[config.mk]
export PLATFORM = sky130hd
export DESIGN_NAME = bip_div_cell
export DESIGN_NICKNAME = d
export VERILOG_FILES = /design/src/design/bip_pkg.sv /design/src/design/bip_div_cell.sv
export SDC_FILE = /design/constraint.sdc
export NUM_CORES = 1
export LEC_CHECK = 0
export BUFFER_PORTS_ARGS = -buffer_cell sky130_fd_sc_hd__buf_2
export CAP_MARGIN = 20
export CORE_ASPECT_RATIO = 2
export CORE_MARGIN = 5
export CORE_UTILIZATION = 40
export CTS_CLUSTER_SIZE = 10
export DETAILED_ROUTE_END_ITERATION = 10
export GPL_ROUTABILITY_DRIVEN = 0
export HOLD_SLACK_MARGIN = 0.05
export PLACE_DENSITY = 0.7
export SKIP_LAST_GASP = 1
export SYNTH_ARGS = -nofsm -noshare
export SYNTH_HDL_FRONTEND = slang
export SYNTH_SLANG_ARGS = --single-unit
[constraint.sdc]
create_clock -name clk -period 7.6 [get_ports clk]
set_input_delay 0.38 -clock clk [delete_from_list [all_inputs] [get_ports clk]]
set_output_delay 0.38 -clock clk [all_outputs]
set_load 0.05 [all_outputs]
[src/design/bip_pkg.sv]
// Shared constants, register codes and payload types of the ball intercept predictor.
package bip_pkg;

    // Field widths fixed by the interface
    localparam int IN_W      = 16;
    localparam int TIME_W    = 15;
    localparam int COORD_W   = 13;
    localparam int CFG_W     = 15;
    localparam int CFG_IDX_W = 2;

    // Divisor width: |vel_x| reaches 32768
    localparam int SPD_W  = 16;
    // Displacement product: 16-bit signed velocity times 15-bit time
    localparam int PROD_W = 32;

    // Configuration register indexes
    localparam logic [CFG_IDX_W-1:0] REG_MIN_SPEED = 2'd0;
    localparam logic [CFG_IDX_W-1:0] REG_MAX_TIME  = 2'd1;

    // Register reset values
    localparam logic [CFG_W-1:0] MIN_SPEED_RST = 15'd82;
    localparam logic [CFG_W-1:0] MAX_TIME_RST  = 15'd10240;

    // Fields carried alongside the time computation
    typedef struct packed {
        logic signed [IN_W-1:0] pos_y;
        logic signed [IN_W-1:0] pos_z;
        logic signed [IN_W-1:0] vel_y;
        logic signed [IN_W-1:0] vel_z;
    } side_t;

endpackage

[src/design/bip_div_cell.sv]
// One restoring-division cell: resolves one quotient bit and hands the beat on.
module bip_div_cell #(
    parameter int DIV_W = 29
) (
    input  logic                        clk,
    input  logic                        rst_n,
    input  logic                        in_valid,
    output logic                        in_ready,
    input  logic [DIV_W-1:0]            in_work,
    input  logic [bip_pkg::SPD_W-1:0]   in_rem,
    input  logic [bip_pkg::SPD_W-1:0]   in_speed,
    input  bip_pkg::side_t              in_side,
    output logic                        out_valid,
    input  logic                        out_ready,
    output logic [DIV_W-1:0]            out_work,
    output logic [bip_pkg::SPD_W-1:0]   out_rem,
    output logic [bip_pkg::SPD_W-1:0]   out_speed,
    output bip_pkg::side_t              out_side
);

    logic                        valid_reg;
    logic [DIV_W-1:0]            work_reg;
    logic [bip_pkg::SPD_W-1:0]   rem_reg;
    logic [bip_pkg::SPD_W-1:0]   speed_reg;
    bip_pkg::side_t              side_reg;

    logic [bip_pkg::SPD_W:0]     trial;
    logic [bip_pkg::SPD_W:0]     diff;
    logic                        fits;
    logic [DIV_W-1:0]            work_next;
    logic [bip_pkg::SPD_W-1:0]   rem_next;

    // Shift the next dividend bit into the remainder and try the subtract
    always_comb
    begin
        trial     = {in_rem, in_work[DIV_W-1]};
        diff      = trial - {1'b0, in_speed};
        fits      = (trial >= {1'b0, in_speed});
        rem_next  = fits ? diff[bip_pkg::SPD_W-1:0] : trial[bip_pkg::SPD_W-1:0];
        work_next = {in_work[DIV_W-2:0], fits};
    end

    assign in_ready = !valid_reg || out_ready;

    // Hold the beat until the next cell takes it
    always_ff @(posedge clk or negedge rst_n)
    begin
        if (!rst_n)
        begin
            valid_reg <= 1'b0;
        end
        else if (in_ready)
        begin
            valid_reg <= in_valid;
        end
    end

    always_ff @(posedge clk)
    begin
        if (in_ready && in_valid)
        begin
            work_reg  <= work_next;
            rem_reg   <= rem_next;
            speed_reg <= in_speed;
            side_reg  <= in_side;
        end
    end

    assign out_valid = valid_reg;
    assign out_work  = work_reg;
    assign out_rem   = rem_reg;
    assign out_speed = speed_reg;
    assign out_side  = side_reg;

endmodule

==> metrics <==
Worst Setup Start Kind input pin; CTS Hold Bufs 1; area share of and/or/nand/nor cells after synthesis 4.27%; dominant combinational cell family by area after synthesis compound AO/OA/AOI/OAI gates; I/O pin count approximately 260; # Post-CTS Setup Buffers 0; synthesis warning total 0; layout cells sized above 1 55.0%; Setup Slack @ Placement 4.65 ns; Seq cells post-synth 126; Mapped Area 0.00487 mm^2; most common flop cell mapped by yosys sky130_fd_sc_hd__edfxtp_1; CP max FO 18; first-pass GRT wire length 18200 um; clock-pin slew on the worst setup and hold paths 0.06 ns; pwr/cell area between 200 and 300 mW/mm^2; die span in y 166 um; ys async rst share 0.794%; arrival time of the worst setup path 2.65 ns; commonest cells after routing, fill and taps aside sky130_fd_sc_hd__buf_2, sky130_fd_sc_hd__edfxtp_1, sky130_fd_sc_hd__inv_1, sky130_fd_sc_hd__clkbuf_16, sky130_fd_sc_hd__ha_1; Rows 57; count of non-filler cells in the finished layout just over 700; vias in the first global route 3506; critical path's slowest cell sky130_fd_sc_hd__a32oi_4; number of endpoints failing setup at the final stage 0; final worst slack between 5 and 6 ns; largest net degree at the start of global routing 79; post-synthesis share of cell area spent on full adders, half adders and majority gates 4.52%; number of standard cells after synthesis 270; nature of the critical path endpoint flip-flop; Data required, critical path 7.75 ns; CTS buffer count 17; final period utilization 32.9%; Syn Area/Cell approximately 18 um^2; IR Drop Worst-Case VDD 0.212 mV; CTS tree yes; Hold Fails Final Rpt 0; CP peak stage delay 0.61 ns; unique cell type count in the Yosys netlist 41; share of the synthesized area in the top cell type 77.1%; max frequency 400 MHz; setup repair after global routing missed its margin false; PortBufs 255; max_slew headroom 34.7%; leading area contributor after synthesis sky130_fd_sc_hd__edfxtp_1; net count of the mapped netlist 416; Pins Over Slew Limit 0; total half-perimeter wirelength after legalization and detailed placement 9650 um; final worst clock skew 0.00883 ns; most area-consuming cells after synthesis sky130_fd_sc_hd__edfxtp_1, sky130_fd_sc_hd__ha_1, sky130_fd_sc_hd__mux2_2; CTS-repair resized insts 0; Total Routing Usage GR 16.7%; Residual DRC 0; number of vias in the routed layout 3335; crit path cell chain buf_2 > inv_1 > ha_1 > nand4_1 > o41a_1 > a32oi_4 > mux2_2; number of nets in the layout 688; multiplexer share of the synthesized area 3.26%; TritonCTS Sinks about 130; total buffers and inverters traversed by the critical path 2; status finished clean; Worst Setup Path Type input pin to flip-flop; horizontal die dimension 88.0 um; Worst-Skew Late Latency 0.40 ns; starting density of the core 40.4%; Final Routed Wirelength roughly 12000 um; wire per inst around 18 um; worst min-delay path category input pin to flip-flop; placed cell count 669; first-iteration detailed-routing DRC count 101; area of the placeable core between 0.01 and 0.015 mm^2; Max clock buf depth 2; register area share after synthesis 77.6%; initial antenna violation count 2; synth-to-layout area growth 42.7%; xor and xnor fraction of the mapped netlist area 1.80%; accumulated negative setup slack 0 ns; Leakage Power 3.05 nW; clk root buf sky130_fd_sc_hd__clkbuf_16; post-route ant nets 0; most common library cell in the layout ignoring fill and taps sky130_fd_sc_hd__buf_2; number of flops mapped to enable cells by yosys 125; DRT Pass-1 Iters 5; H-tree depth 4; max-cap viol count 0; post-detailed-route via-to-cell ratio 4.74; total gr overflow 0; Compound-Gate Fraction of Synth Area 6.68%; largest delay contributor family on the critical path compound AO/OA/AOI/OAI gates; die area 0.0146 mm^2; transition time at the pin with the least slew margin 0.979 ns; min Tclk post-route about 2.5 ns
-- final timing paths --
| path | startpoint | depth (start not counted) | slack (ns) | endpoint |
|---|---|---|---|---|
| worst min register to register | out_valid | 2 | 0.58 | out_valid |
| worst max register to register | out_valid | 3 | 5.20 | out_rem[13] |
| worst max-delay path | in_speed[12] | 7 | 5.10 | out_rem[2] |
| min in group asynchronous | rst_n | 2 | 0.31 | out_valid |
| worst min-delay path | in_side[37] | 1 | 0.15 | out_side[37] |
| max in group asynchronous | rst_n | 2 | 7.20 | out_valid |
-- state kept, by name, indices dropped and copies added (netlist names) --
signal and cells:
out_speed 16, out_rem 16, out_work 29, out_side 64, out_valid 1
-- cells by family after synthesis --
| group | after synthesis |
|---|---|
| buf+inv | 21 |
| fa+ha+maj | 17 |
| compound gates | 43 |
| xor+xnor | 10 |
| simple gates | 40 |
| flops | 126 |
| mux | 13 |
-- worst reg2reg max path, delay by kind of cell, from the launching register on --
kind	cells	cell delay [ns]
buf+inv	1	0.90
simple gates	2	0.70
flops	1	0.39
-- layer usage --
layer  vias to the layer above  global-route usage [%]  routed length (um)
met4                         0                    8.22                 349
met1                      1589                    17.1                4190
met3                        20                    4.42                 977
met2                       141                    30.3                6860
met5                         -                       0                   0
li1                       1585                       -                   -
-- cells in the mapped netlist, drive strengths merged, types with 3 or more instances --
library cell,count
nand2,10
a21o,6
edfxtp,125
inv,17
a211oi,4
o21bai,3
xor2,4
o21a,3
ha,16
nand4,4
nor2b,4
o21ai,7
mux2,11
a21oi,13
nor2,9
xnor2,6
-- through the flow --
step / power [mW] / hold slack [ns] / util (%) / instance area (um^2)
detailed placement: 1.19 / 0.161 / 52.4 / 6310
global placement: 1.18 / 0.156 / 52.4 / 6310
CTS: 2.04 / 0.129 / 57.6 / 6940
finish: 2.01 / 0.151 / 57.6 / 6950
floorplan: 1.10 / 0.0844 / - / 4870
global route: 2.09 / 0.126 / 57.6 / 6950
-- area by class of cell --
cell class / instances / area, um^2
inverter: 17 / 63.8
antenna: 2 / 5.00
tap: 147 / 184
clock buffer: 19 / 433
clock inverter: 13 / 188
sequential: 126 / 3780
timing repair buffer: 257 / 1290
fill: 1000 / 5100
multi-input combinational: 123 / 1000
-- power breakdown --
part           switching, mW  internal, mW
combinational          0.241        0.0996
sequential           0.00972         0.821
clock                  0.289         0.551
No activity file was read; power rests on OpenSTA's default activity.
