`config.mk`:
```
export PLATFORM = sky130hd
export DESIGN_NAME = bip_fold_cell
export DESIGN_NICKNAME = d
export VERILOG_FILES = /design/src/design/bip_pkg.sv /design/src/design/bip_fold_cell.sv
export SDC_FILE = /design/constraint.sdc
export NUM_CORES = 1
export LEC_CHECK = 0
export ABC_CLOCK_PERIOD_IN_PS = 2700
export BUFFER_PORTS_ARGS = -buffer_cell sky130_fd_sc_hd__buf_2
export CORE_AREA = 2 2 68 118
export DETAILED_ROUTE_END_ITERATION = 10
export DIE_AREA = 0 0 70 120
export PLACE_DENSITY = 0.71
export SYNTH_ARGS = -nofsm -noshare
export SYNTH_HDL_FRONTEND = slang
export SYNTH_SLANG_ARGS = --single-unit
export TNS_END_PERCENT = 5
```
`constraint.sdc`:
```
create_clock -name clk -period 2.7 [get_ports clk]
set_input_delay 0.405 -clock clk [delete_from_list [all_inputs] [get_ports clk]]
set_output_delay 0.405 -clock clk [all_outputs]
set_load 0.03 [all_outputs]
```
`src/design/bip_pkg.sv`:
```
// Shared constants, register codes and payload types of the ball intercept predictor.
package bip_pkg;

    // Field widths fixed by the interface
    localparam int IN_W      = 16;
    localparam int TIME_W    = 15;
    localparam int COORD_W   = 13;
    localparam int CFG_W     = 15;
    localparam int CFG_IDX_W = 2;

    // Divisor width: |vel_x| reaches 32768
    localparam int SPD_W  = 16;
    // Displacement product: 16-bit signed velocity times 15-bit time
    localparam int PROD_W = 32;

    // Configuration register indexes
    localparam logic [CFG_IDX_W-1:0] REG_MIN_SPEED = 2'd0;
    localparam logic [CFG_IDX_W-1:0] REG_MAX_TIME  = 2'd1;

    // Register reset values
    localparam logic [CFG_W-1:0] MIN_SPEED_RST = 15'd82;
    localparam logic [CFG_W-1:0] MAX_TIME_RST  = 15'd10240;

    // Fields carried alongside the time computation
    typedef struct packed {
        logic signed [IN_W-1:0] pos_y;
        logic signed [IN_W-1:0] pos_z;
        logic signed [IN_W-1:0] vel_y;
        logic signed [IN_W-1:0] vel_z;
    } side_t;

endpackage

```
`src/design/bip_fold_cell.sv`:
```
// One mirror-reflection cell: folds y and z once back toward the unit interval.
module bip_fold_cell #(
    parameter int FRAC_BITS = 12,
    parameter int P_W       = 22
) (
    input  logic                            clk,
    input  logic                            rst_n,
    input  logic                            in_valid,
    output logic                            in_ready,
    input  logic signed [P_W-1:0]           in_p_y,
    input  logic signed [P_W-1:0]           in_p_z,
    input  logic [bip_pkg::TIME_W-1:0]      in_t,
    output logic                            out_valid,
    input  logic                            out_ready,
    output logic signed [P_W-1:0]           out_p_y,
    output logic signed [P_W-1:0]           out_p_z,
    output logic [bip_pkg::TIME_W-1:0]      out_t
);

    localparam logic signed [P_W-1:0] ONE_Q = P_W'(1) << FRAC_BITS;
    localparam logic signed [P_W-1:0] TWO_Q = P_W'(1) << (FRAC_BITS + 1);

    logic                            valid_reg;
    logic signed [P_W-1:0]           p_y_reg;
    logic signed [P_W-1:0]           p_z_reg;
    logic [bip_pkg::TIME_W-1:0]      t_reg;

    logic signed [P_W-1:0]           p_y_next;
    logic signed [P_W-1:0]           p_z_next;

    // Reflect at 0 or at 1; a value already inside stays put
    always_comb
    begin
        if (in_p_y < 0)
            p_y_next = -in_p_y;
        else if (in_p_y > ONE_Q)
            p_y_next = TWO_Q - in_p_y;
        else
            p_y_next = in_p_y;

        if (in_p_z < 0)
            p_z_next = -in_p_z;
        else if (in_p_z > ONE_Q)
            p_z_next = TWO_Q - in_p_z;
        else
            p_z_next = in_p_z;
    end

    assign in_ready = !valid_reg || out_ready;

    always_ff @(posedge clk or negedge rst_n)
    begin
        if (!rst_n)
        begin
            valid_reg <= 1'b0;
        end
        else if (in_ready)
        begin
            valid_reg <= in_valid;
        end
    end

    always_ff @(posedge clk)
    begin
        if (in_ready && in_valid)
        begin
            p_y_reg <= p_y_next;
            p_z_reg <= p_z_next;
            t_reg   <= in_t;
        end
    end

    assign out_valid = valid_reg;
    assign out_p_y   = p_y_reg;
    assign out_p_z   = p_z_reg;
    assign out_t     = t_reg;

endmodule

```
==> results of run 1 <==
==> cells in the mapped netlist, types with 2 or more instances <==
library cell / number / area (sq um)
sky130_fd_sc_hd__nand3_1: 4 / 20.0
sky130_fd_sc_hd__xor2_1: 20 / 175
sky130_fd_sc_hd__or4_1: 3 / 22.5
sky130_fd_sc_hd__nor2_1: 22 / 82.6
sky130_fd_sc_hd__a21oi_1: 9 / 45.0
sky130_fd_sc_hd__nor3_2: 2 / 20.0
sky130_fd_sc_hd__xnor2_1: 13 / 114
sky130_fd_sc_hd__o21ai_0: 6 / 30.0
sky130_fd_sc_hd__nor4_1: 6 / 37.5
sky130_fd_sc_hd__nor3_1: 11 / 55.1
sky130_fd_sc_hd__or3_1: 3 / 18.8
sky130_fd_sc_hd__nand3b_1: 2 / 15.0
sky130_fd_sc_hd__clkbuf_1: 2 / 7.51
sky130_fd_sc_hd__or2_2: 3 / 18.8
sky130_fd_sc_hd__nand2b_1: 4 / 25.0
sky130_fd_sc_hd__o31ai_1: 5 / 37.5
sky130_fd_sc_hd__ha_1: 2 / 25.0
sky130_fd_sc_hd__and2_1: 3 / 18.8
sky130_fd_sc_hd__nand2_1: 14 / 52.6
sky130_fd_sc_hd__nand4b_1: 2 / 17.5
sky130_fd_sc_hd__edfxtp_1: 59 / 1770
sky130_fd_sc_hd__a31oi_1: 2 / 12.5
sky130_fd_sc_hd__inv_1: 7 / 26.3
sky130_fd_sc_hd__nor4b_1: 2 / 17.5
==> power by group <==
group	total, mW	switching, mW	internal (mW)	leakage (nW)
Clock	1.22	0.389	0.831	0.162
Sequential	1.11	0.0135	1.09	0.573
Combinational	0.356	0.240	0.116	0.890
Total	2.68	0.643	2.04	1.63
==> logic make-up after synthesis <==
| kind of cell | after synthesis | synth area share |
|---|---|---|
| and+or+nand+nor | 86 | 0.167 |
| adders and majority gates | 3 | 0.0125 |
| muxes | 2 | 0.00731 |
| xor gates and xnor gates | 33 | 0.0994 |
| AOI/OAI and AO/OA | 34 | 0.0787 |
| DFF | 60 | 0.618 |
| buffers and inverters | 11 | 0.0172 |
==> registers in the layout, summed over array words and instances, names as in the netlist <==
name / count
out_p_y: 22
out_p_z: 22
out_t: 15
out_valid: 1
==> per-stage QoR <==
stage,util,instances
floorplan,-,229
global placement,0.492,442
detailed placement,0.492,442
CTS,0.537,459
global route,0.537,459
finish,0.537,459
==> path summary, 6_finish.rpt <==
path,endpoint,cells past startpoint
setup reg to reg,out_p_y[5]$_DFFE_PP_,3
hold / removal,out_t[1]$_DFFE_PP_,1
max in group asynchronous,out_valid$_DFFE_PN0N_,2
setup / recovery,out_p_z[6]$_DFFE_PP_,6
hold reg to reg,out_valid$_DFFE_PN0N_,2
min in group asynchronous,out_valid$_DFFE_PN0N_,2
==> final cells by class <==
cell class / count / area [sq um] / share of cell area
clock buffers: 10 / 239 / 0.0597
clock inverters: 6 / 87.6 / 0.0219
inverters: 7 / 26.3 / 0.00656
multi-input cells: 158 / 1060 / 0.265
flip-flops and latches: 60 / 1800 / 0.448
well taps: 88 / 110 / 0.0275
repair buffers: 130 / 683 / 0.171
==> worst max-delay path, delay by kind of cell <==
kind            cells  cell delay (ns)
compound gates      1             0.35
xor+xnor            1             0.16
buf+inv             1             0.11
simple gates        3             1.19
==> routing by layer <==
metal	up-vias	part of all wire	global-route usage
met5	-	0	0
met4	0	0.018	0.0709
met3	8	0.052	0.0445
met2	92	0.57	0.304
met1	1089	0.36	0.183
li1	1139	-	-
==> cells in the final DEF (no fill, tap or decap), drive strengths merged, types with 2 or more instances in the layout <==
| cell type | instances |
|---|---|
| a21oi | 9 |
| a31oi | 2 |
| and2 | 3 |
| buf | 129 |
| bufinv | 2 |
| clkbuf | 10 |
| clkinv | 4 |
| edfxtp | 59 |
| ha | 2 |
| inv | 7 |
| nand2 | 14 |
| nand2b | 4 |
| nand3 | 4 |
| nand3b | 2 |
| nand4b | 3 |
| nor2 | 22 |
| nor3 | 13 |
| nor4 | 7 |
| nor4b | 2 |
| o21ai | 7 |
| o31a | 2 |
| o31ai | 5 |
| o41ai | 2 |
| or2 | 3 |
| or3 | 3 |
| or4 | 3 |
| xnor2 | 13 |
| xor2 | 20 |
==> run summary, run 1 <==
========================================================================================
Element type at the critical path start ................................... primary input
Pins over their slew limit ................................................            0
Overall Global Routing Usage ..............................................        0.168
Max Cap Violations ........................................................            0
LEAKAGE ...................................................................      1.63 nW
Number of filler cells placed in the layout ...............................          681
Crit Path Max Fanout ......................................................            8
Final total power .........................................................      2.68 mW
Synth Area per Inst .......................................................   12.7 sq um
Final count of negative-setup-slack endpoints .............................            0
Mean routed wirelength per cell ...........................................      15.2 um
Number of cells upsized or downsized after cts ............................            0
Worst setup slack after placement .........................................     0.225 ns
Series of cell instances along the critical path .......................... buf_2, or4_1, nor4_4, o21a_1, nor2_1, xor2_1
CTS max path bufs .........................................................            2
Final hold violation count ................................................            0
Number of enable flip-flop cells after synthesis ..........................           59
Total congestion overflow .................................................            0
Floorplan die width .......................................................        70 um
Half-perimeter wire length of the detailed placement result ...............      5290 um
Fin worst setup slack .....................................................     0.540 ns
Post-CTS setup buffers ....................................................            0
Antenna violations before repair ..........................................            0
Data arrival, critical path ...............................................      2.22 ns
Maximum number of pins on one net before global-route repair ..............           59
Minimum hold slack ........................................................     0.260 ns
Post-synthesis sequential element count ...................................           60
Critical path endpoint category ...........................................    flip-flop
Number of nets in the final layout ........................................          431
Area of the core ..........................................................   7460 sq um
Launch point of the critical path .........................................    in_p_z[6]
Largest stage delay on the critical path ..................................      0.69 ns
Detail Route Antenna Nets .................................................            0
Final std cell area, no fill ..............................................   4010 sq um
Placed standard-cell area .................................................   3670 sq um
Layout cell share with drive strength beyond 1 ............................        0.423
Total clock sinks .........................................................           60
Residual DRC count ........................................................            0
Yosys warning total .......................................................            0
First-pass iteration count of the detailed router .........................            4
Layout Skew ...............................................................   0.00444 ns
TritonCTS clock tree ......................................................          yes
Number of vias after detailed routing .....................................         2328
Die area ..................................................................   8400 sq um
Library cell contributing the largest single delay on the critical path ... sky130_fd_sc_hd__or4_1
Required @ worst endpoint .................................................      2.76 ns
CTS buffer count ..........................................................            9
Post-CTS Hold Fix Bufs ....................................................            1
Achievable Freq ...........................................................      463 MHz
Post-Syn Area .............................................................   2910 sq um
Antenna Cells .............................................................            0
Pwr per Cell Area .........................................................  670 nW/um^2
Number of different library cells in the post-synthesis netlist ...........           47
Commonest register cell after synthesis ................................... sky130_fd_sc_hd__edfxtp_1
Worst setup path category .................................................       in2reg
Number of instances in the synthesized netlist ............................          229
Reg-to-reg slack, setup ...................................................      1.36 ns
Portion of the clock cycle consumed by the worst path in the final layout .        0.800
Slew of the pin with the lowest slew margin ...............................     0.585 ns
Height of the chip ........................................................       120 um
IO Pins ...................................................................          124
WL final ..................................................................      6960 um
Start of the worst register-to-register path .............................. out_valid$_DFFE_PN0N_
Number of vias per cell after detailed routing ............................         5.07
Startpoint of the most critical hold path .................................      in_t[1]
Normalized max-slew margin ................................................        0.606
Fin crit period ...........................................................      2.16 ns
Fraction of the yosys area taken by sequential cells ......................        0.618
Vias in the first global route ............................................         2322
Synth Net Count ...........................................................          294
Reg clk slew, reported paths ..............................................      0.05 ns
Unrepaired setup endpoints after global routing ...........................           no
Clock H-tree levels .......................................................            3
Gpl congestion ............................................................        0.850
Share of async-settable or async-resettable flops after synthesis .........       0.0167
Buffer type at the clock tree root ........................................ sky130_fd_sc_hd__clkbuf_16
Wire length of the first global-routing pass ..............................     11000 um
Initial Util ..............................................................        0.390
Buffers added on ports ....................................................          123
Worst-Skew Late Latency ...................................................      0.32 ns
Worst min-delay path class ................................................       in2reg
1st-iter DRT viols ........................................................          228
Num rows ..................................................................           42
Layout overhead on the synthesized area ...................................        37.7%
Post-route setup TNS ......................................................         0 ns
Outcome ................................................................... complete, no violations
Maximum VDD drop ..........................................................     0.330 mV
========================================================================================
Power figures use the tool's default switching activity.
==> inputs of run 2 (changes only) <==
- ABC_AREA: not set -> 1
- ABC_CLOCK_PERIOD_IN_PS: 2700 -> 1800
- CORE_AREA: 2 2 68 118 -> 2 2 75 130
- DIE_AREA: 0 0 70 120 -> 0 0 77 132
- clock period: 2.7 -> 1.8 ns (I/O delays scaled with it)
==> run 2 against run 1 <==
Against the previous run:
- flip-flop and latch count unchanged
- synthesized cell count rose by 87%
- clock power is 57% higher
- via count rose by 43%
- cell count grew 51%
- non-clock buffer count increased by 5
- sequential share of layout area is 6.6 points lower
- critical path type unchanged
- largest power group unchanged
==> run summary, run 2 <==
========================================================================================
Outcome ................................................................... complete, no violations   unchanged
Detail Route Antenna Nets .................................................            0   unchanged
Cell class contributing the biggest share of worst-path delay ............. simple AND/OR/NAND/NOR gates   unchanged
First-pass iteration count of the detailed router .........................            4   unchanged
Top cells by area in the synthesized netlist .............................. sky130_fd_sc_hd__edfxtp_1 50%, sky130_fd_sc_hd__nand2_1 17%, sky130_fd_sc_hd__nand3_1 5.1%   was sky130_fd_sc_hd__edfxtp_1 61%, sky130_fd_sc_hd__xor2_1 6.0%, sky130_fd_sc_hd__xnor2_1 3.9%
Required @ worst endpoint .................................................      1.87 ns   was 2.76 ns
Pins over their slew limit ................................................            0   unchanged
Most used cells in the layout excluding fill and tap cells ................ 157 x sky130_fd_sc_hd__nand2_1, 123 x sky130_fd_sc_hd__buf_2, 59 x sky130_fd_sc_hd__edfxtp_1   was 123 x sky130_fd_sc_hd__buf_2, 59 x sky130_fd_sc_hd__edfxtp_1, 22 x sky130_fd_sc_hd__nor2_1
Vias in the first global route ............................................         3161   was 2322
Normalized max-slew margin ................................................        0.760   was 0.606
Data arrival, critical path ...............................................      1.53 ns   was 2.22 ns
Synth Area per Inst .......................................................   8.27 sq um   was 12.7 sq um
Overall Global Routing Usage ..............................................        0.173   was 0.168
Achievable Freq ...........................................................      684 MHz
Number of cells upsized or downsized after cts ............................            0   unchanged
Final count of negative-setup-slack endpoints .............................            0   unchanged
Startpoint of the most critical hold path .................................      in_t[6]   was in_t[1]
Number of instances in the synthesized netlist ............................          428   was 229
Gpl congestion ............................................................        0.899   was 0.850
1st-iter DRT viols ........................................................          224   was 228
Antenna violations before repair ..........................................            1   was 0
Element type at the critical path start ................................... primary input   unchanged
Portion of the clock cycle consumed by the worst path in the final layout .        0.812
Die area ..................................................................  10200 sq um   was 8400 sq um
Area of the core ..........................................................   9090 sq um   was 7460 sq um
Commonest register cell after synthesis ................................... sky130_fd_sc_hd__edfxtp_1   unchanged
Terminating pin of the worst hold path .................................... out_t[6]$_DFFE_PP_   was out_t[1]$_DFFE_PP_
Half-perimeter wire length of the detailed placement result ...............      7000 um   was 5290 um
Commonest cells post-synth ................................................ 157 x sky130_fd_sc_hd__nand2_1, 59 x sky130_fd_sc_hd__edfxtp_1, 47 x sky130_fd_sc_hd__nor2_1, 45 x sky130_fd_sc_hd__inv_1, 36 x sky130_fd_sc_hd__nand3_1   was 59 x sky130_fd_sc_hd__edfxtp_1, 22 x sky130_fd_sc_hd__nor2_1, 20 x sky130_fd_sc_hd__xor2_1, 14 x sky130_fd_sc_hd__nand2_1, 13 x sky130_fd_sc_hd__xnor2_1
Layout Skew ...............................................................   0.00316 ns   was 0.00444 ns
Worst setup slack after placement .........................................    0.0202 ns   was 0.225 ns
Count of buffering cells on the critical path with inverters included .....            2   was 1
Area share of the leading cell type in the synthesized netlist ............        0.501   was 0.609
Critical path endpoint category ...........................................    flip-flop   unchanged
Share of async-settable or async-resettable flops after synthesis .........       0.0167   unchanged
Crit Path Max Fanout ......................................................           22   was 8
Placed standard-cell area .................................................   4350 sq um   was 3670 sq um
Buffers added on ports ....................................................          123   unchanged
Height of the chip ........................................................       132 um   was 120 um
Reg clk slew, reported paths ..............................................      0.05 ns   about the same
Number of vias per cell after detailed routing ............................         4.78   was 5.07
CTS buffer count ..........................................................            9   unchanged
Minimum hold slack ........................................................     0.122 ns   was 0.260 ns
CTS max path bufs .........................................................            2   unchanged
Fin crit period ...........................................................      1.46 ns
Post-synth top area cell .................................................. sky130_fd_sc_hd__edfxtp_1   unchanged
Synth Net Count ...........................................................          493   was 294
Worst hold path stage count ...............................................            1   unchanged
Initial Util ..............................................................        0.389   was 0.390
Worst setup path category .................................................       in2reg   unchanged
Mean routed wirelength per cell ...........................................      12.7 um   was 15.2 um
Post-synthesis sequential element count ...................................           60   unchanged
Layout cell share with drive strength beyond 1 ............................        0.307   was 0.423
Worst-case reg-to-reg path depth ..........................................            2   was 3
Floorplan die width .......................................................        77 um   was 70 um
Fraction of the yosys area taken by sequential cells ......................        0.508   was 0.618
Wire length of the first global-routing pass ..............................     14000 um   was 11000 um
Post-Syn Area .............................................................   3540 sq um   was 2910 sq um
Reg-to-reg slack, setup ...................................................      0.49 ns   was 1.36 ns
Commonest non-fill, non-tap cell in the layout ............................ sky130_fd_sc_hd__nand2_1   was sky130_fd_sc_hd__buf_2
Series of cell instances along the critical path .......................... buf_2, inv_1, ha_1, nand3_2, nor2_4, nand3_2, nand2_1, nand2_2, nand3b_1, nand2_1   was buf_2, or4_1, nor4_4, o21a_1, nor2_1, xor2_1
Total congestion overflow .................................................            0   unchanged
Buffer type at the clock tree root ........................................ sky130_fd_sc_hd__clkbuf_16   unchanged
Layout overhead on the synthesized area ...................................        32.9%   was 37.7%
Num rows ..................................................................           46   was 42
WL final ..................................................................      8810 um   was 6960 um
Worst reg2reg path endpoint ............................................... out_p_z[19]$_DFFE_PP_   was out_p_y[5]$_DFFE_PP_
Pwr per Cell Area .........................................................  894 nW/um^2   was 670 nW/um^2
Total clock sinks .........................................................           60   unchanged
Clock H-tree levels .......................................................            3   unchanged
Slew of the pin with the lowest slew margin ...............................     0.357 ns   was 0.585 ns
Unrepaired setup endpoints after global routing ...........................           no   unchanged
Final cell utilization of the core ........................................        0.517   was 0.537
Maximum VDD drop ..........................................................     0.490 mV   was 0.330 mV
Max Cap Violations ........................................................            0   unchanged
Worst min-delay path class ................................................       in2reg   unchanged
Final hold violation count ................................................            0   unchanged
Library cell contributing the largest single delay on the critical path ... sky130_fd_sc_hd__nand2_2   was sky130_fd_sc_hd__or4_1
Number of different library cells in the post-synthesis netlist ...........           30   was 47
Fin worst setup slack .....................................................     0.339 ns   was 0.540 ns
TritonCTS clock tree ......................................................          yes   unchanged
Start of the worst register-to-register path .............................. out_valid$_DFFE_PN0N_   unchanged
Maximum number of pins on one net before global-route repair ..............           32   was 59
LEAKAGE ...................................................................      2.33 nW   was 1.63 nW
Residual DRC count ........................................................            0   unchanged
Largest stage delay on the critical path ..................................      0.23 ns   was 0.69 ns
Most common cell in the synthesized netlist ............................... sky130_fd_sc_hd__nand2_1   was sky130_fd_sc_hd__edfxtp_1
Number of nets in the final layout ........................................          633   was 431
Final std cell area, no fill ..............................................   4700 sq um   was 4010 sq um
Number of enable flip-flop cells after synthesis ..........................           59   unchanged
IO Pins ...................................................................          124   unchanged
Number of vias after detailed routing .....................................         3318   was 2328
Yosys warning total .......................................................            0   unchanged
Worst-Skew Late Latency ...................................................      0.32 ns   about the same
========================================================================================
run 2: how the worst max path moves through the flow:
stage	slack [ns]	endpoint	cells after the start	start
6_report	0.34	out_p_z[4]$_DFFE_PP_	10	in_p_z[0]
5_1_grt	0.16	out_p_z[5]$_DFFE_PP_	10	in_p_z[0]
4_1_cts	0.35	out_p_z[4]$_DFFE_PP_	10	in_p_z[0]
3_5_place_dp	0.02	out_p_z[11]$_DFFE_PP_	10	in_p_z[0]
3_3_place_gp	0.08	out_p_z[4]$_DFFE_PP_	10	in_p_z[0]
2_1_floorplan	-0.14	out_p_y[0]$_DFFE_PP_	1	out_valid$_DFFE_PN0N_
run 2: metrics by stage:
| step | std cells | TNS (ns) | power (mW) |
|---|---|---|---|
| CTS | 693 | 0 | 4.25 |
| global route | 694 | 0 | 4.36 |
| floorplan | 428 | -8.45 | 2.08 |
| finish | 694 | 0 | 4.20 |
| detailed placement | 676 | 0 | 2.32 |
| global placement | 676 | 0 | 2.31 |
run 2: report_power, final:
part	internal, mW	switching (mW)	leakage [nW]
combinational	0.198	0.436	1.60
clock	1.32	0.583	0.162
sequential	1.64	0.0191	0.572
total	3.16	1.04	2.33
run 2: cell families (layout without fill, tap and decap cells):
kind of cell,Yosys count,after routing,share of synthesized area
AO/OA/AOI/OAI,14,14,0.0223
AND/OR/NAND/NOR,282,282,0.362
flip-flops,60,60,0.508
other,0,1,0
buffers and inverters,59,204,0.0735
adder cells (fa/ha/maj),2,2,0.00707
XOR/XNOR,11,11,0.0272
run 2: timing repair:
item | in CTS | in global routing
buffers inserted | 0 | 0
hold buffers | 1 | 0
endpoints found under the hold margin | 1 | 0
run 2: layer usage:
layer | vias to the layer above | share of wire | GRT usage
met5 | - | 0 | 0
met4 | 0 | 0.038 | 0.105
met3 | 22 | 0.048 | 0.0308
met2 | 99 | 0.55 | 0.330
met1 | 1518 | 0.36 | 0.169
li1 | 1679 | - | -
run 2: final cells by class:
class / instances / area, sq um
inverters: 53 / 199
clock inverters: 3 / 67.6
clock buffers: 13 / 270
multi-input cells: 309 / 1490
flip-flops and latches: 60 / 1800
repair buffers: 135 / 721
fillers: 909 / 4390
diodes: 1 / 2.50
well taps: 120 / 150
==> inputs of run 3 (changes only) <==
- ABC_AREA: 1 -> 0
- ABC_CLOCK_PERIOD_IN_PS: 1800 -> 1400
- CORE_AREA: 2 2 75 130 -> 2 2 68 118
- DIE_AREA: 0 0 77 132 -> 0 0 70 120
- clock period: 1.8 -> 1.4 ns (I/O delays scaled with it)
==> run 3 against run 2 <==
Against the previous run:
- the flow now finishes with violations (setup timing)
- clock skew barely moved
- first-iteration DRC count decreased by 42%
- sequential share of layout area down 0.48 points
- final area grew 1.3%
- flip-flop and latch count is the same
- global-route usage increased by 0.82 points
- highest routed layer unchanged
- setup slack got worse by 0.58 ns
==> run summary, run 3 (synthesis gave the netlist of run 1 again) <==
========================================================================================
Antenna violations before repair ..........................................            0   was 1
Outcome ................................................................... finished with violations   was complete, no violations
Layout cell share with drive strength beyond 1 ............................        0.577   was 0.307
1st-iter DRT viols ........................................................          129   was 224
Vias in the first global route ............................................         2633   was 3161
Maximum number of pins on one net before global-route repair ..............           34   was 32
Fin worst setup slack .....................................................    -0.245 ns   was 0.339 ns
Normalized max-slew margin ................................................        0.763   was 0.760
Crit Path Max Fanout ......................................................            6   was 22
Reg clk slew, reported paths ..............................................      0.05 ns   about the same
Half-perimeter wire length of the detailed placement result ...............      5920 um   was 7000 um
Most used cells in the layout excluding fill and tap cells ................ 121 x sky130_fd_sc_hd__buf_2, 80 x sky130_fd_sc_hd__buf_4, 59 x sky130_fd_sc_hd__edfxtp_1   was 157 x sky130_fd_sc_hd__nand2_1, 123 x sky130_fd_sc_hd__buf_2, 59 x sky130_fd_sc_hd__edfxtp_1
Worst min-delay path class ................................................       in2reg   unchanged
Height of the chip ........................................................       120 um   was 132 um
Number of vias per cell after detailed routing ............................         4.97   was 4.78
Gpl congestion ............................................................        0.835   was 0.899
Antenna Cells .............................................................            0   was 1
Element type at the critical path start ................................... primary input   unchanged
Data arrival, critical path ...............................................      1.72 ns   was 1.53 ns
CTS max path bufs .........................................................            2   unchanged
LEAKAGE ...................................................................      2.04 nW   was 2.33 nW
Slew of the pin with the lowest slew margin ...............................     0.352 ns   was 0.357 ns
Worst setup path category .................................................       in2reg   unchanged
Final count of negative-setup-slack endpoints .............................           31   was 0
Placed standard-cell area .................................................   4260 sq um   was 4350 sq um
Achievable Freq ...........................................................      608 MHz
WL final ..................................................................      7550 um   was 8810 um
Unrepaired setup endpoints after global routing ...........................          yes   was no
Series of cell instances along the critical path .......................... buf_6, or4_4, nand4b_4, maj3_2, nor3_4, xnor2_1   was buf_2, inv_1, ha_1, nand3_2, nor2_4, nand3_2, nand2_1, nand2_2, nand3b_1, nand2_1
Layout Skew ...............................................................   0.00343 ns   was 0.00316 ns
Initial Util ..............................................................        0.390   was 0.389
Portion of the clock cycle consumed by the worst path in the final layout .         1.18
Area of the core ..........................................................   7460 sq um   was 9090 sq um
Startpoint of the most critical hold path .................................      in_t[9]   was in_t[6]
Count of buffering cells on the critical path with inverters included .....            1   was 2
Commonest non-fill, non-tap cell in the layout ............................ sky130_fd_sc_hd__buf_2   was sky130_fd_sc_hd__nand2_1
Worst setup slack after placement .........................................    -0.694 ns   was 0.0202 ns
Final hold violation count ................................................            0   unchanged
Start of the worst register-to-register path .............................. out_valid$_DFFE_PN0N_   unchanged
Final std cell area, no fill ..............................................   4760 sq um   was 4700 sq um
Floorplan die width .......................................................        70 um   was 77 um
Violated checks ........................................................... setup timing
Mean routed wirelength per cell ...........................................      14.1 um   was 12.7 um
Number of nets in the final layout ........................................          509   was 633
Clock H-tree levels .......................................................            3   unchanged
Maximum VDD drop ..........................................................     0.834 mV   was 0.490 mV
Total clock sinks .........................................................           60   unchanged
Detail Route Antenna Nets .................................................            0   unchanged
Overall Global Routing Usage ..............................................        0.182   was 0.173
Residual DRC count ........................................................            0   unchanged
Number of vias after detailed routing .....................................         2671   was 3318
Layout overhead on the synthesized area ...................................        63.7%   was 32.9%
Buffer type at the clock tree root ........................................ sky130_fd_sc_hd__clkbuf_16   unchanged
Worst-Skew Late Latency ...................................................      0.32 ns   about the same
Critical path endpoint category ...........................................    flip-flop   unchanged
Number of filler cells placed in the layout ...............................          592   was 909
Buffers added on ports ....................................................          123   unchanged
Max Cap Violations ........................................................            0   unchanged
Launch point of the critical path .........................................    in_p_z[3]   was in_p_z[0]
Required @ worst endpoint .................................................      1.47 ns   was 1.87 ns
CTS buffer count ..........................................................            9   unchanged
Die area ..................................................................   8400 sq um   was 10200 sq um
Num rows ..................................................................           42   was 46
Wire length of the first global-routing pass ..............................     11700 um   was 14000 um
Cell class contributing the biggest share of worst-path delay ............. simple AND/OR/NAND/NOR gates   unchanged
Pwr per Cell Area ......................................................... 1070 nW/um^2   was 894 nW/um^2
Library cell contributing the largest single delay on the critical path ... sky130_fd_sc_hd__or4_4   was sky130_fd_sc_hd__nand2_2
IO Pins ...................................................................          124   unchanged
TritonCTS clock tree ......................................................          yes   unchanged
Pins over their slew limit ................................................            0   unchanged
Total congestion overflow .................................................            0   unchanged
Final total power .........................................................      5.07 mW   was 4.20 mW
Largest stage delay on the critical path ..................................      0.58 ns   was 0.23 ns
Fin crit period ...........................................................      1.65 ns
First-pass iteration count of the detailed router .........................            4   unchanged
========================================================================================
[run 3: where the power goes]
group	internal, mW	leakage (nW)	switching, mW	total [mW]
combinational	0.352	1.33	0.515	0.866
clock	1.37	0.138	0.698	2.07
sequential	2.11	0.572	0.0255	2.14
total	3.83	2.04	1.24	5.07
[run 3: repair_timing]
action,in CTS,in global routing
resized for setup,22,19
endpoints found under the setup margin,34,40
setup buffers,0,4
hold buffers,1,0
hold endpoints to repair,1,0
pin swaps,9,7
[run 3: metal layers]
layer | part of all wire | routed length (um) | GRT usage | up-vias
met5 | 0 | 0 | 0 | -
met4 | 0.033 | 253 | 0.0986 | 0
met3 | 0.052 | 393 | 0.0411 | 20
met2 | 0.58 | 4410 | 0.352 | 89
met1 | 0.33 | 2500 | 0.169 | 1271
li1 | - | - | - | 1291
[run 3: per-stage QoR]
step,hold slack [ns],instances,setup TNS [ns],utilization
6_report,0.0651,537,-3.83,0.638
5_1_grt,0.0527,537,-6.12,0.638
4_1_cts,0.0516,534,-2.51,0.625
3_5_place_dp,-0.0133,517,-18.81,0.571
3_3_place_gp,-0.0116,517,-18.04,0.571
2_1_floorplan,-0.0856,229,-20.09,-
[run 3: layout make-up]
type                    instances  area (sq um)  share of cell area
flip-flops and latches         60          1800               0.378
well taps                      88           110              0.0231
multi-input cells             158          1240               0.261
inverters                       7          26.3             0.00552
clock inverters                 3          40.0             0.00841
repair buffers                208          1300               0.273
clock buffers                  13           240              0.0505
[run 3: worst paths after layout]
path                                               to  slack (ns)  depth (start not counted)
max in group asynchronous       out_valid$_DFFE_PN0N_        1.09                          2
worst max register to register   out_p_z[0]$_DFFE_PP_        0.19                          3
min in group asynchronous       out_valid$_DFFE_PN0N_        0.22                          2
worst min register to register  out_valid$_DFFE_PN0N_        0.55                          2
worst max-delay path            out_p_z[19]$_DFFE_PP_       -0.25                          6
worst min-delay path               out_t[9]$_DFFE_PP_        0.07                          1
[run 3: worst reg2reg max path, stage by stage (launching register included)]
cell	delay, ns
sky130_fd_sc_hd__dfrtp_2	0.42
sky130_fd_sc_hd__nand2b_4	0.08
sky130_fd_sc_hd__and2_4	0.17
sky130_fd_sc_hd__buf_12	0.22
